$ cat config.mk
export PLATFORM = sky130hd
export DESIGN_NAME = key_press_duration_classifier_top
export DESIGN_NICKNAME = d
export VERILOG_FILES = /design/src/design/kpdc_pkg.sv /design/src/design/kpdc_key_track.sv /design/src/design/key_press_duration_classifier_top.sv
export VERILOG_INCLUDE_DIRS = /design/src /design/src/design
export SDC_FILE = /design/constraint.sdc
export NUM_CORES = 1
export LEC_CHECK = 0
export ABC_AREA = 1
export BUFFER_PORTS_ARGS = -buffer_cell sky130_fd_sc_hd__buf_2
export CORE_ASPECT_RATIO = 0.9
export CORE_MARGIN = 3
export CORE_UTILIZATION = 42
export DETAILED_ROUTE_END_ITERATION = 16
export GPL_ROUTABILITY_DRIVEN = 1
export PLACE_DENSITY_LB_ADDON = 0.15
export SLEW_MARGIN = 20
export SYNTH_ARGS = -nofsm -noshare
export SYNTH_HDL_FRONTEND = slang
export SYNTH_SLANG_ARGS = --single-unit
$ cat constraint.sdc
create_clock -name aclk -period 4.7 [get_ports aclk]
set_clock_uncertainty 0.2 [all_clocks]
set_input_delay 0.94 -clock aclk [delete_from_list [all_inputs] [get_ports aclk]]
set_output_delay 0.94 -clock aclk [all_outputs]
set_load 0.005 [all_outputs]
$ cat src/design/key_press_duration_classifier_top_assert.svh
// Assertion macros shared by the key press classifier RTL.
// Included by design files that carry concurrent checks; needs no package.
`ifndef KEY_PRESS_DURATION_CLASSIFIER_TOP_ASSERT_SVH
`define KEY_PRESS_DURATION_CLASSIFIER_TOP_ASSERT_SVH

// Same-cycle implication, disabled while reset is asserted.
`define KPDC_ASSERT_NOW(label, clk, rst_n, ante, cons) \
    label: assert property (@(posedge clk) disable iff (!rst_n) (ante) |-> (cons)) \
        else $error("kpdc same-cycle check failed");

// Next-cycle implication, disabled while reset is asserted.
`define KPDC_ASSERT_NEXT(label, clk, rst_n, ante, cons) \
    label: assert property (@(posedge clk) disable iff (!rst_n) (ante) |=> (cons)) \
        else $error("kpdc next-cycle check failed");

`endif

$ cat src/design/kpdc_pkg.sv
// Shared types, constants and helpers for the key press classifier.
// Used by kpdc_key_track and key_press_duration_classifier_top.
package kpdc_pkg;

    // Field widths and key count.
    localparam int KEY_COUNT   = 4;
    localparam int PIN_W       = 4;
    localparam int ACTIVE_KEYS = (KEY_COUNT < PIN_W) ? KEY_COUNT : PIN_W;
    localparam int TICK_W      = 16;
    localparam int LED_W       = 8;
    localparam int CFG_IDX_W   = 8;

    localparam logic [TICK_W-1:0] TICK_MAX          = {TICK_W{1'b1}};
    localparam logic [TICK_W-1:0] SHORT_TICKS_RESET = TICK_W'(50);
    localparam logic [TICK_W-1:0] LONG_TICKS_RESET  = TICK_W'(800);

    // Configuration register indexes.
    typedef enum logic [CFG_IDX_W-1:0] {
        CFG_SHORT_PRESS_TICKS = CFG_IDX_W'(0),
        CFG_LONG_PRESS_TICKS  = CFG_IDX_W'(1)
    } cfg_reg_idx_t;

    // Release classification reported by one key tracker.
    typedef struct packed {
        logic short_evt;
        logic long_evt;
    } key_event_t;

    // An LED pattern that shifts to zero restarts at the lowest LED.
    function automatic logic [LED_W-1:0] fix_zero(input logic [LED_W-1:0] v);
        fix_zero = (v == '0) ? LED_W'(1) : v;
    endfunction

endpackage

$ cat src/design/kpdc_key_track.sv
// Per-key hold tracker: held flag, saturating hold count, release classifier.
// Depends on kpdc_pkg for widths and the key_event_t type.
module kpdc_key_track
    import kpdc_pkg::*;
(
    input  logic              aclk,
    input  logic              aresetn,
    input  logic              step_en,
    input  logic              pin,
    input  logic [TICK_W-1:0] short_ticks,
    input  logic [TICK_W-1:0] long_ticks,
    output key_event_t        key_event
);

    logic              held_reg;
    logic              held_next;
    logic [TICK_W-1:0] ticks_reg;
    logic [TICK_W-1:0] ticks_next;
    logic [TICK_W-1:0] ticks_inc;
    logic              pressed;

    assign pressed   = !pin;
    assign ticks_inc = (ticks_reg == TICK_MAX) ? ticks_reg : ticks_reg + TICK_W'(1);

    // Hold bookkeeping and classification on release.
    always_comb begin
        held_next           = held_reg;
        ticks_next          = ticks_reg;
        key_event.short_evt = 1'b0;
        key_event.long_evt  = 1'b0;
        if (held_reg) begin
            ticks_next = ticks_inc;
            if (!pressed) begin
                if (ticks_inc >= long_ticks) begin
                    key_event.long_evt = 1'b1;
                end else if (ticks_inc >= short_ticks) begin
                    key_event.short_evt = 1'b1;
                end
                held_next  = 1'b0;
                ticks_next = '0;
            end
        end else if (pressed) begin
            held_next  = 1'b1;
            ticks_next = '0;
        end
    end

    // State advances only when a tick moves into the result register.
    always_ff @(posedge aclk) begin
        if (!aresetn) begin
            held_reg  <= 1'b0;
            ticks_reg <= '0;
        end else if (step_en) begin
            held_reg  <= held_next;
            ticks_reg <= ticks_next;
        end
    end

endmodule

$ cat src/design/key_press_duration_classifier_top.sv
// Top level of the short/long key press classifier with LED shift pattern.
// Depends on kpdc_pkg, kpdc_key_track and the assertion macro header.
//
// Usage: each request on the s_ channel is one millisecond tick with the raw
// pin levels of the keys (low means pressed). Every tick yields exactly one
// request on the m_ channel with the per-key short and long release pulses
// and the LED pattern after that tick.
// The cfg_ channel writes the short and long hold thresholds (index 0 and 1);
// other indexes are accepted and ignored. cfg_ready is always high; write it
// only while no tick is in flight.
// An accepted tick passes an input register and then a result register, and
// m_tvalid rises once the result register has loaded it.
// Throughput is one tick per cycle while m_tready stays high; the per-key
// update is a single saturating increment and two threshold compares between
// those registers.
// When the receiver stalls, the result register holds and the input register
// still takes one more tick; s_tready drops only when both are full.
// Reset (aresetn low, synchronous) clears all key state and the LED pattern,
// empties both registers and restores thresholds 50 and 800.
module key_press_duration_classifier_top
    import kpdc_pkg::*;
(
    input  logic                 aclk,
    input  logic                 aresetn,
    // Tick input.
    input  logic                 s_tvalid,
    output logic                 s_tready,
    input  logic [7:0]           s_tdata,   // [3:0] key_pins, [7:4] zero
    // Result output.
    output logic                 m_tvalid,
    input  logic                 m_tready,
    output logic [15:0]          m_tdata,   // [3:0] short_press, [7:4] long_press,
                                            // [15:8] led_pattern
    // Configuration writes.
    input  logic                 cfg_valid,
    output logic                 cfg_ready,
    input  logic [CFG_IDX_W-1:0] cfg_index,
    input  logic [TICK_W-1:0]    cfg_data
);

    `include "key_press_duration_classifier_top_assert.svh"

    logic [TICK_W-1:0] short_ticks_reg;
    logic [TICK_W-1:0] long_ticks_reg;

    logic              in_valid_reg;
    logic [PIN_W-1:0]  pins_reg;
    logic              out_valid_reg;
    logic [PIN_W-1:0]  short_reg;
    logic [PIN_W-1:0]  long_reg;
    logic [LED_W-1:0]  led_reg;
    logic [LED_W-1:0]  led_next;
    logic [LED_W-1:0]  led_after_left;

    logic              out_free;
    logic              advance;
    logic [PIN_W-1:0]  shorts;
    logic [PIN_W-1:0]  longs;
    key_event_t        key_events [ACTIVE_KEYS];

    // Handshake: the result register frees when empty or taken.
    assign out_free  = !out_valid_reg || m_tready;
    assign advance   = in_valid_reg && out_free;
    assign s_tready  = !in_valid_reg || out_free;
    assign cfg_ready = 1'b1;
    assign m_tvalid  = out_valid_reg;
    assign m_tdata   = {led_reg, long_reg, short_reg};

    // Threshold registers.
    always_ff @(posedge aclk) begin
        if (!aresetn) begin
            short_ticks_reg <= SHORT_TICKS_RESET;
            long_ticks_reg  <= LONG_TICKS_RESET;
        end else if (cfg_valid && cfg_ready) begin
            case (cfg_index)
                CFG_SHORT_PRESS_TICKS: short_ticks_reg <= cfg_data;
                CFG_LONG_PRESS_TICKS:  long_ticks_reg  <= cfg_data;
                default: ;
            endcase
        end
    end

    // Input register.
    always_ff @(posedge aclk) begin
        if (!aresetn) begin
            in_valid_reg <= 1'b0;
        end else if (s_tready) begin
            in_valid_reg <= s_tvalid;
        end
    end

    always_ff @(posedge aclk) begin
        if (s_tvalid && s_tready) begin
            pins_reg <= s_tdata[PIN_W-1:0];
        end
    end

    // One tracker per existing key; pins beyond them are ignored.
    for (genvar k = 0; k < ACTIVE_KEYS; k++) begin : g_key
        kpdc_key_track u_track (
            .aclk        (aclk),
            .aresetn     (aresetn),
            .step_en     (advance),
            .pin         (pins_reg[k]),
            .short_ticks (short_ticks_reg),
            .long_ticks  (long_ticks_reg),
            .key_event   (key_events[k])
        );
        assign shorts[k] = key_events[k].short_evt;
        assign longs[k]  = key_events[k].long_evt;
    end

    for (genvar k = ACTIVE_KEYS; k < PIN_W; k++) begin : g_absent
        assign shorts[k] = 1'b0;
        assign longs[k]  = 1'b0;
    end

    // LED pattern: a short press of key 0 shifts left first, then one of key 1 shifts right.
    always_comb begin
        led_after_left = shorts[0] ? fix_zero({led_reg[LED_W-2:0], 1'b0}) : led_reg;
        led_next       = shorts[1] ? fix_zero({1'b0, led_after_left[LED_W-1:1]})
                                   : led_after_left;
    end

    // Result register and LED state.
    always_ff @(posedge aclk) begin
        if (!aresetn) begin
            out_valid_reg <= 1'b0;
            led_reg       <= '0;
        end else if (out_free) begin
            out_valid_reg <= in_valid_reg;
            if (advance) begin
                led_reg <= led_next;
            end
        end
    end

    always_ff @(posedge aclk) begin
        if (advance) begin
            short_reg <= shorts;
            long_reg  <= longs;
        end
    end

    // A key never reports both classes in one result.
    `KPDC_ASSERT_NOW(a_excl_class, aclk, aresetn, out_valid_reg, (short_reg & long_reg) == '0)
    // Once lit, the pattern never goes dark again.
    `KPDC_ASSERT_NEXT(a_led_stays_lit, aclk, aresetn, led_reg != '0, led_reg != '0)
    // Both registers full under a stall closes the input.
    `KPDC_ASSERT_NOW(a_full_stall, aclk, aresetn,
                     in_valid_reg && out_valid_reg && !m_tready, !s_tready)
    // A result cannot appear without a tick in the input register.
    `KPDC_ASSERT_NEXT(a_no_phantom, aclk, aresetn,
                      !in_valid_reg && !out_valid_reg, !out_valid_reg)

endmodule

Word level (Yosys, flattened, before mapping) --
Index checks and enable logic that the tools add are counted.
Word-level totals: register bits 122, output and inout port bits 19
Cells by class: $add $sub $neg 4, bitwise logic cells 4, mux-type cells 38, $lt $le $gt $ge 8, eq/ne operators 9, reduce and logical (&&, ||, !) cells 24
Operators by type and width (count):
- 16-bit two-way mux | 16
- 16-bit >= comparator | 8
- 16-bit by 1-bit adder with 16-bit output (second input constant) | 4
- 16-bit == test (second input constant) | 4
- 8-bit two-way mux | 3
- 2-bit AND reduction | 11
- 7-bit zero test | 2
- 1-bit two-way mux | 14
- 8-bit by 1-bit == test with 1-bit output (second input constant) | 1
- 8-bit zero test | 1
- 2-bit two-way mux | 4
- 2-bit by 1-bit inequality test with 1-bit output (second input constant) | 4
- 7-bit two-way mux | 1
- 3-bit OR reduction | 2
- 1-bit NOT | 4
- 3-bit AND reduction | 1
- 1-bit logical AND | 2
- 1-bit zero test | 2
- 1-bit logical OR | 2
- 2-bit nonzero test | 1

Longest topological paths before layout --
Gate-level depths: netlist of run 1.
depth after elaboration 11, depth in mapped cells 31, mapped depth without buffers 31

By module --
A second synthesis of run 1 with hierarchy kept.
Second synthesis, totals: cell total of the unflattened synthesis 1589, area, all modules 10513.8 µm²
By module, submodules not included:
- kpdc_key_track | area each 2088.3 µm², seq. area each 340.3 µm², instances 4, cells an instance 332
- key_press_duration_classifier_top | area each 2160.8 µm², seq. area each 1201.2 µm², instances 1, cells an instance 261

Worst setup path after synthesis of run 1 --
OpenSTA, ideal clock, no wires.
path kind reg-to-reg, start point register g_key[0].u_track.ticks_reg[0], end point register led_reg[0], stages on the path, launching flop included 29, data arrival time 3.038 ns, library setup time 0.070 ns, path slack 1.392 ns, clock period less this slack 3.308 ns, required time 4.430 ns, buffers on the path 0, cell sequence dfxtp_1 -> ha_1 -> nand2_1 -> inv_1 -> nand4_1 -> nor2_1 -> and3_1 -> nand2_1 -> nor2_1 -> a21oi_1 -> xor2_1 -> ha_1 -> nand2_1 -> inv_1 -> nand2_1 -> nand2_1 -> nand2_1 -> nand3_1 -> inv_1 -> nand3_1 -> nor2_2 -> nand2_1 -> nand2_1 -> nand2_1 -> inv_1 -> nand3_1 -> nand3_1 -> nand2_1 -> a21oi_1
RTL lines:
- start, declared | line kpdc_key_track.sv:17 | logic [TICK_W-1:0] ticks_reg;
- start signal, assigned | line kpdc_key_track.sv:55 | ticks_reg <= ticks_next;
- end signal, assigned | line key_press_duration_classifier_top.sv:133 | led_reg <= led_next;
- end, declared | line key_press_duration_classifier_top.sv:51 | logic [LED_W-1:0] led_reg;

Worst setup path in the final report of run 1 --
start point register g_key[1].u_track.ticks_reg[1], end point register led_reg[6]
On the way: word-level cells in the longest chain between the ends 8, elaborated cells between the ends (all ways) 10, those cells by class add/sub: 1; order compare: 2; eq/ne: 1; mux: 6
Ends and longest elaborated chain:
- start, declared | line kpdc_key_track.sv:17
- start signal, assigned | line kpdc_key_track.sv:55
- 16-bit by 1-bit adder with 16-bit output or 16-bit == test (tied branches) | line kpdc_key_track.sv:23 | assign ticks_inc = (ticks_reg == TICK_MAX) ? ticks_reg : ticks_reg + TICK_W'(1);
- 16-bit two-way mux * | line kpdc_key_track.sv:23
- 16-bit >= comparator | line kpdc_key_track.sv:36 | end else if (ticks_inc >= short_ticks) begin
- 1-bit two-way mux | line kpdc_key_track.sv:36
- 1-bit two-way mux * | line kpdc_key_track.sv:34 | if (ticks_inc >= long_ticks) begin
- 2-bit two-way mux * | line kpdc_key_track.sv:33 | if (!pressed) begin
- 2-bit two-way mux * | line kpdc_key_track.sv:31 | if (held_reg) begin
- 8-bit two-way mux * | line key_press_duration_classifier_top.sv:121 | led_next = shorts[1] ? fix_zero({1'b0, led_after_left[LED_W-1:1]})
Every way passes the cells marked *; elsewhere a longest branch is shown, timed or not. A chain may end at the register's enable or synchronous reset.

==> qor.csv, run 1 <==
metric,value,unit
ant_nets,0,
post_cts_buffers,0,
slowest_stage,nand3_1,
synth_fp_nets,1433,
synth_edf_count,12,
r2r_cells,18,
drv_cap,0,
power_frac_comb,0.036,
peakVddDrop,0.136,mV
dieArea,23000,um^2
final_common_cell,nand2_1,
timing.fmax,241,MHz
grt_pass1_wl,39500,um
grt_start_max_net_pins,41,
clkSinkCount,122,
ys_ff_latch,122,
max_stage_delay,0.51,ns
dr.first_iter.drc_count,514,
syn_to_final_growth,13.1,%
hold_buffers,0,
r2r_start,g_key[1].u_track.ticks_reg[1]$_SDFFE_PN0P_,
async_flop_share,0,
stdcell_area,10100,um^2
crit_path_start_kind,flip-flop,
clk_latency,0.43,ns
cp_max_fo,16,
holdPathEnd,g_key[3].u_track.ticks_reg[7]$_SDFFE_PN0P_,
fin_crit,4.14,ns
timing.hold.ws,0.283,ns
die_h,144,um
cts-root-buf,clkbuf_16,
hold_depth,2,
vias,8294,
hold_class,flip-flop to flip-flop,
vias_per_cell,5.17,
yosysWarnings,0,
first_global_vias,7543,
r2r_slack,0.56,ns
syn-instance-count,1264,
instances_no_fill,1604,
fin_crit_sh,0.882,
synthFlopType,dfxtp_1,
start_util,0.436,
seq_area_frac_synth,0.288,
sw_frac_of_total,0.233,
worst_slew_pin_slew,0.948,ns
place_congestion,0.839,
placed_area,9440,um^2
maxSlewHeadroom,0.367,
p_switching,0.588,mW
holdCritStartpoint,g_key[3].u_track.ticks_reg[7]$_SDFFE_PN0P_,
drive_gt1_frac,0.0921,
ios,56,
cts_tree,yes,
crit_path_end_kind,flip-flop,
dp_hpwl,18100,um
worst_ep_required_time,4.78,ns
clock_power_share,0.543,
power_frac_seq,0.422,
cts_buffers,17,
cts_resized,0,
syn_area_per_cell,7.04,um^2
cp_common_cell,a21oi_1,
maxSlewViolCount,0,
path_cells,"ha_1, nand4_2, nor2_2, nand2_2, nor3_4, nand2_4, clkinv_2, nor2_1, xor2_1, ha_1, a21oi_1, o21ai_0, a21oi_1, nand2_1, a21oi_1, nand3_1, o211ai_1, a21oi_1",
crit_type,flip-flop to flip-flop,
diodes,0,
cts_max_path_buffers,2,
chipWidth,159,um
drc,0,
status,"complete, no violations",
wl_per_cell,15.5,um
clk_pin_slew,0.06,ns
final-hold-violation-count,0,
mostFrequentLayoutCells,"328 x nand2_1, 178 x a21oi_1, 146 x inv_1, 132 x ha_1, 110 x dfxtp_1",
ctsHtreeMaxLevel,4,
p_leak,4.58,nW
rows,49,
grt-ovfl-total,0,
nNetsFinal,1480,
r2r-end,led_reg[6]$_SDFFE_PN0P_,
dp_cells,1572,
largest_reg_flops,64,
dr.pass1.iters,5,
setup_tns,0,ns
drt-total-wl,24900,um
power_density,251,nW/um^2
crit_arrival,4.22,ns
grt_setup_unrepaired,false,
ys_types,47,
synth.cell_area,8900,um^2
internal_power,1.94,mW
core_area,20400,um^2
io_buffers,50,
antenna_found_initial,0,
setup_viol,0,
grt_usage,0.219,
worst max path at each step:
stage | startpoint | endpoint
global route | g_key[1].u_track.ticks_reg[1]$_SDFFE_PN0P_ | led_reg[0]$_SDFFE_PN0P_
floorplan | g_key[0].u_track.ticks_reg[0]$_SDFFE_PN0P_ | led_reg[0]$_SDFFE_PN0P_
finish | g_key[1].u_track.ticks_reg[1]$_SDFFE_PN0P_ | led_reg[6]$_SDFFE_PN0P_
detailed placement | g_key[1].u_track.ticks_reg[1]$_SDFFE_PN0P_ | led_reg[1]$_SDFFE_PN0P_
global placement | g_key[1].u_track.ticks_reg[1]$_SDFFE_PN0P_ | led_reg[1]$_SDFFE_PN0P_
CTS | g_key[1].u_track.ticks_reg[1]$_SDFFE_PN0P_ | led_reg[6]$_SDFFE_PN0P_
per-layer routing:
metal  part of all wire  global-route usage  routed length [um]
met1               0.49               0.299               12100
met2               0.45               0.351               11200
met3              0.040              0.0372                 996
met4              0.026              0.0769                 651
met5                  0                   0                   0
per-stage QoR:
| step | util | total power, mW | worst slack [ns] |
|---|---|---|---|
| after CTS | 0.492 | 2.54 | 0.596 |
| after detailed placement | 0.462 | 1.18 | 0.608 |
| after floorplan | - | 1.13 | 1.39 |
| after global placement | 0.462 | 1.18 | 0.662 |
| after global routing | 0.493 | 2.60 | 0.138 |
| final | 0.493 | 2.53 | 0.555 |
power groups by stage:
stage	clock, mW	combinational [mW]	sequential (mW)
finish	1.37	0.0897	1.07
global route	1.43	0.101	1.07
CTS	1.39	0.0888	1.07
detailed placement	0	0.0884	1.09
global placement	0	0.0876	1.09
floorplan	0	0.0478	1.09
cell usage after synthesis (12+ instances only):
cell type / count / area (um^2)
nand4_1: 20 / 125
nand2_1: 328 / 1230
a21oi_1: 178 / 891
inv_1: 146 / 548
o211ai_1: 14 / 105
xnor2_1: 12 / 105
dfxtp_1: 110 / 2200
o21ai_0: 52 / 260
nor2_1: 81 / 304
xor2_1: 23 / 201
ha_1: 132 / 1650
nand3_1: 44 / 220
edfxtp_1: 12 / 360
nor3_1: 15 / 75.1
clkbuf_1: 25 / 93.8
cell type report:
cell class / instances / area (um^2)
flip-flops and latches: 122 / 2560
well taps: 280 / 350
clock buffers: 22 / 495
multi-input cells: 963 / 5690
clock inverters: 10 / 113
repair buffers: 54 / 280
inverters: 153 / 577
fillers: 2059 / 10300
cell families (layout without fill, tap and decap cells):
group                    count (synthesis)  count (layout)  synth area share
AO/OA/AOI/OAI                          275             275             0.166
buffers and inverters                  179             239            0.0762
other                                    1               1          0.000421
AND/OR/NAND/NOR                        519             519             0.248
adder cells (fa/ha/maj)                132             132             0.185
flip-flops                             122             122             0.288
XOR/XNOR                                36              36            0.0363
worst max-delay path, delay by kind of cell, from the launching register on:
family,cells,cell delay [ns]
XOR/XNOR,1,0.32
AND/OR/NAND/NOR,8,1.38
buffers and inverters,1,0.10
AO/OA/AOI/OAI,6,1.05
flip-flops,1,0.37
adder cells (fa/ha/maj),2,0.56
No activity file was read; power rests on OpenSTA's default activity.
==> run 2: changes to the inputs <==
==> constraint.sdc (replaced) <==
create_clock -name aclk -period 3.7 [get_ports aclk]
set_clock_uncertainty 0.2 [all_clocks]
set_input_delay 0.74 -clock aclk [delete_from_list [all_inputs] [get_ports aclk]]
set_output_delay 0.74 -clock aclk [all_outputs]
set_load 0.005 [all_outputs]
==> qor.csv, run 2 (same netlist as run 1, synthesis figures left out) <==
metric,value,unit
drc,0,
grt-ovfl-total,0,
worst_ep_required_time,3.87,ns
crit_arrival,3.78,ns
p_leak,4.96,nW
final_common_cell,nand2_1,
mostFrequentLayoutCells,"315 x nand2_1, 172 x a21oi_1, 143 x inv_1, 129 x ha_1, 102 x dfxtp_1",
timing.hold.ws,0.278,ns
wl_per_cell,15.6,um
place_congestion,0.869,
dp_hpwl,18900,um
crit_path_start_kind,flip-flop,
drive_gt1_frac,0.170,
internal_power,2.47,mW
clk_latency,0.43,ns
clkSinkCount,122,
crit_type,flip-flop to flip-flop,
cts_tree,yes,
antenna_found_initial,0,
grt_pass1_wl,40700,um
power_frac_comb,0.038,
ant_nets,0,
first_global_vias,7726,
fin_crit,3.62,ns
cp_max_fo,7,
io_buffers,50,
nNetsFinal,1540,
crit_path_end_kind,flip-flop,
fin_ws,0.0841,ns
dpl_worst_slack,-0.0347,ns
final-hold-violation-count,0,
max_stage_delay,0.36,ns
vias,8510,
start_util,0.436,
peakVddDrop,0.263,mV
diodes,0,
power_density,296,nW/um^2
p_total,3.19,mW
slowest_stage,dfxtp_2,
p_switching,0.725,mW
fin_crit_sh,0.977,
ctsHtreeMaxLevel,4,
vias_per_cell,5.11,
grt_start_max_net_pins,40,
hold_buffers,0,
maxSlewHeadroom,0.452,
timing.fmax,277,MHz
cts_buffers,17,
core_area,20400,um^2
placed_area,9830,um^2
maxSlewViolCount,0,
drt-total-wl,25900,um
status,"complete, no violations",
cts_max_path_buffers,2,
cts-root-buf,clkbuf_16,
dr.first_iter.drc_count,481,
syn_to_final_growth,21.3,%
dieArea,23000,um^2
worst_slew_pin_slew,0.820,ns
sw_frac_of_total,0.227,
clock_power_share,0.539,
ios,56,
die_h,144,um
grt_usage,0.225,
r2r_slack,0.08,ns
hold_class,flip-flop to flip-flop,
chipWidth,159,um
largest_reg_flops,64,
dr.pass1.iters,5,
clk_pin_slew,0.06,ns
drv_cap,0,
power_frac_seq,0.423,
stdcell_area,10800,um^2
rows,49,
setup_viol,0,
grt_setup_unrepaired,true,
-- run 2: final timing paths --
kind	from	cells after the start	end
min	g_key[1].u_track.ticks_reg[14]$_SDFFE_PN0P_	2	g_key[1].u_track.ticks_reg[14]$_SDFFE_PN0P_
max reg2reg	g_key[0].u_track.ticks_reg[1]$_SDFFE_PN0P_	28	led_reg[0]$_SDFFE_PN0P_
max	g_key[0].u_track.ticks_reg[1]$_SDFFE_PN0P_	28	led_reg[0]$_SDFFE_PN0P_
min reg2reg	g_key[1].u_track.ticks_reg[14]$_SDFFE_PN0P_	2	g_key[1].u_track.ticks_reg[14]$_SDFFE_PN0P_
-- run 2: cell type report --
class                      instances  area, um^2
clock inverter                     6        85.1
sequential                       122        2580
fill                            2016        9610
inverter                         153         578
tap                              280         350
multi-input combinational        963        5940
timing repair buffer             114         758
clock buffer                      26         510
-- run 2: power by group through the flow --
stage / Sequential, mW / Combinational (mW) / Clock, mW
after global placement: 1.38 / 0.118 / 0
after global routing: 1.35 / 0.135 / 1.81
after floorplan: 1.38 / 0.0608 / 0
after detailed placement: 1.38 / 0.120 / 0
final: 1.35 / 0.121 / 1.72
after CTS: 1.35 / 0.121 / 1.75
-- run 2: repair_timing --
action                                  4_1_cts  5_1_grt
endpoints found under the setup margin        4       11
pin swaps                                     4       37
gates cloned                                  0        0
hold endpoints to repair                      0        0
buffers inserted                              0        9
gates resized for setup                       9       77
-- run 2: worst max-delay path: cells and delay by family (launching register included) --
family,cells,cell delay [ns]
compound gates,2,0.20
xor+xnor,1,0.25
fa+ha+maj,2,0.44
buf+inv,4,0.23
flops,1,0.36
simple gates,19,1.88
-- run 2: per-layer routing --
metal / vias to the layer above / share of wire / track usage
met5: - / 0 / 0
met3: 36 / 0.038 / 0.0338
met1: 3893 / 0.49 / 0.312
met2: 129 / 0.45 / 0.363
met4: 0 / 0.021 / 0.0696
li1: 4452 / - / -
-- run 2: through the flow --
stage	setup TNS (ns)	util	instances
after floorplan	0	-	1264
after global placement	0	0.481	1623
after detailed placement	-0.0552	0.482	1623
after CTS	0	0.512	1655
after global routing	-0.758	0.529	1664
final	0	0.529	1664
==> run 3: changes to the inputs <==
--- a/config.mk
+++ b/config.mk
@@ -10,7 +10,7 @@
 export BUFFER_PORTS_ARGS = -buffer_cell sky130_fd_sc_hd__buf_2
 export CORE_ASPECT_RATIO = 0.9
 export CORE_MARGIN = 3
-export CORE_UTILIZATION = 42
+export CORE_UTILIZATION = 33
 export DETAILED_ROUTE_END_ITERATION = 16
 export GPL_ROUTABILITY_DRIVEN = 1
 export PLACE_DENSITY_LB_ADDON = 0.15
==> qor.csv, run 3 (same netlist as run 1, synthesis figures left out) <==
metric,value,unit
status,"complete, no violations",
core_area,26300,um^2
ios,56,
cts_tree,yes,
rows,56,
grt_start_max_net_pins,42,
grt_pass1_wl,42200,um
worst_ep_required_time,3.87,ns
grt-ovfl-total,0,
p_leak,5.11,nW
ctsHtreeMaxLevel,4,
final_common_cell,nand2_1,
grt_usage,0.189,
timing.fmax,284,MHz
die_h,162,um
fill_cells,2748,
timing.hold.ws,0.257,ns
cts-root-buf,clkbuf_16,
cts_max_path_buffers,2,
setup_viol,0,
cts_buffers,17,
dr.first_iter.drc_count,405,
clkSinkCount,122,
clk_latency,0.43,ns
grt_setup_unrepaired,true,
path_delay_family,simple AND/OR/NAND/NOR gates,
final-hold-violation-count,0,
dr.pass1.iters,5,
crit_buf_inv,3,
cp_max_fo,8,
drt-total-wl,27000,um
largest_reg_flops,64,
fin_crit_sh,0.953,
max_stage_delay,0.37,ns
crit_path_start_kind,flip-flop,
syn_to_final_growth,26.3,%
dp_hpwl,19600,um
place_congestion,0.818,
io_buffers,50,
dp_cells,1715,
vias_per_cell,4.83,
hold_buffers,0,
nNetsFinal,1573,
slowest_stage,dfxtp_4,
instances_no_fill,1765,
clk_pin_slew,0.07,ns
diodes,0,
peakVddDrop,0.259,mV
first_global_vias,7784,
drc,0,
power_density,284,nW/um^2
drv_cap,0,
chipWidth,179,um
cp_common_cell,nand2_1,
maxSlewViolCount,0,
worst_slew_pin_slew,0.786,ns
dieArea,29000,um^2
crit_type,flip-flop to flip-flop,
drive_gt1_frac,0.203,
antenna_found_initial,0,
crit_arrival,3.70,ns
fin_crit,3.53,ns
wl_per_cell,15.3,um
crit_path_end_kind,flip-flop,
start_util,0.339,
maxSlewHeadroom,0.475,
ant_nets,0,
mostFrequentLayoutCells,"314 x nand2_1, 173 x a21oi_1, 142 x inv_1, 125 x ha_1, 98 x dfxtp_1",
hold_class,flip-flop to flip-flop,
vias,8525,
==> run 3: final cells by class <==
type	count	area, um^2	area share
Timing Repair Buffer	147	998	0.0888
Inverter	153	581	0.0516
Clock buffer	17	425	0.0378
Sequential cell	122	2580	0.229
Clock inverter	15	166	0.0148
Tap cell	348	435	0.0387
Multi-Input combinational cell	963	6060	0.539
==> run 3: layer usage <==
metal	up-vias	GRT usage	part of all wire
met2	81	0.309	0.47
li1	4522	-	-
met5	-	0	0
met3	27	0.0259	0.020
met1	3895	0.261	0.50
met4	0	0.0506	0.016
==> run 3: final timing paths <==
| kind | startpoint | cells after the start | slack, ns | to |
|---|---|---|---|---|
| setup / recovery | g_key[1].u_track.ticks_reg[4]$_SDFFE_PN0P_ | 25 | 0.17 | led_reg[0]$_SDFFE_PN0P_ |
| setup reg to reg | g_key[1].u_track.ticks_reg[4]$_SDFFE_PN0P_ | 25 | 0.17 | led_reg[0]$_SDFFE_PN0P_ |
| hold / removal | long_ticks_reg[1]$_SDFFE_PN0P_ | 2 | 0.26 | long_ticks_reg[1]$_SDFFE_PN0P_ |
| hold reg to reg | long_ticks_reg[1]$_SDFFE_PN0P_ | 2 | 0.26 | long_ticks_reg[1]$_SDFFE_PN0P_ |
==> run 3: power by group <==
part	internal [mW]	switching [mW]	total, mW
sequential	1.34	0.00651	1.35
clock	1.00	0.718	1.72
combinational	0.0405	0.0838	0.124
total	2.39	0.809	3.20
==> run 3: what timing repair did <==
item	in CTS	in global routing
setup endpoints to repair	8	12
pin swaps	5	44
setup buffers	1	16
gates cloned	0	1
gates resized for setup	9	102
==> run 3: worst reg2reg max path, cell delays in order, from the launching register on <==
cell and delay [ns]:
dfxtp_4 0.37, nand2_4 0.06, inv_4 0.06, nand4_4 0.12
nor2_4 0.15, nand2_4 0.08, nor3_4 0.29, nand2_4 0.14
inv_4 0.11, nor2_4 0.05, xor2_2 0.19, ha_1 0.33
a21oi_2 0.12, o21ai_0 0.08, nand2_1 0.07, o211ai_1 0.08
nand2_1 0.07, nand2_1 0.06, a21oi_2 0.19, nand3_4 0.14
buf_8 0.17, nand2_2 0.05, nand2_1 0.06, nand2_1 0.06
nand2_1 0.05, a21oi_2 0.12
==> run 3: metrics by stage <==
stage / utilization / TNS [ns] / total power, mW / area (um^2) / setup slack, ns
final: 0.428 / 0 / 3.20 / 11200 / 0.174
after CTS: 0.408 / -0.00725 / 3.24 / 10700 / -0.00725
after global routing: 0.428 / -0.354 / 3.30 / 11200 / -0.110
after global placement: 0.384 / -0.216 / 1.50 / 10100 / -0.0879
after detailed placement: 0.384 / -0.397 / 1.51 / 10100 / -0.0938
after floorplan: - / 0 / 1.44 / 8900 / 0.392
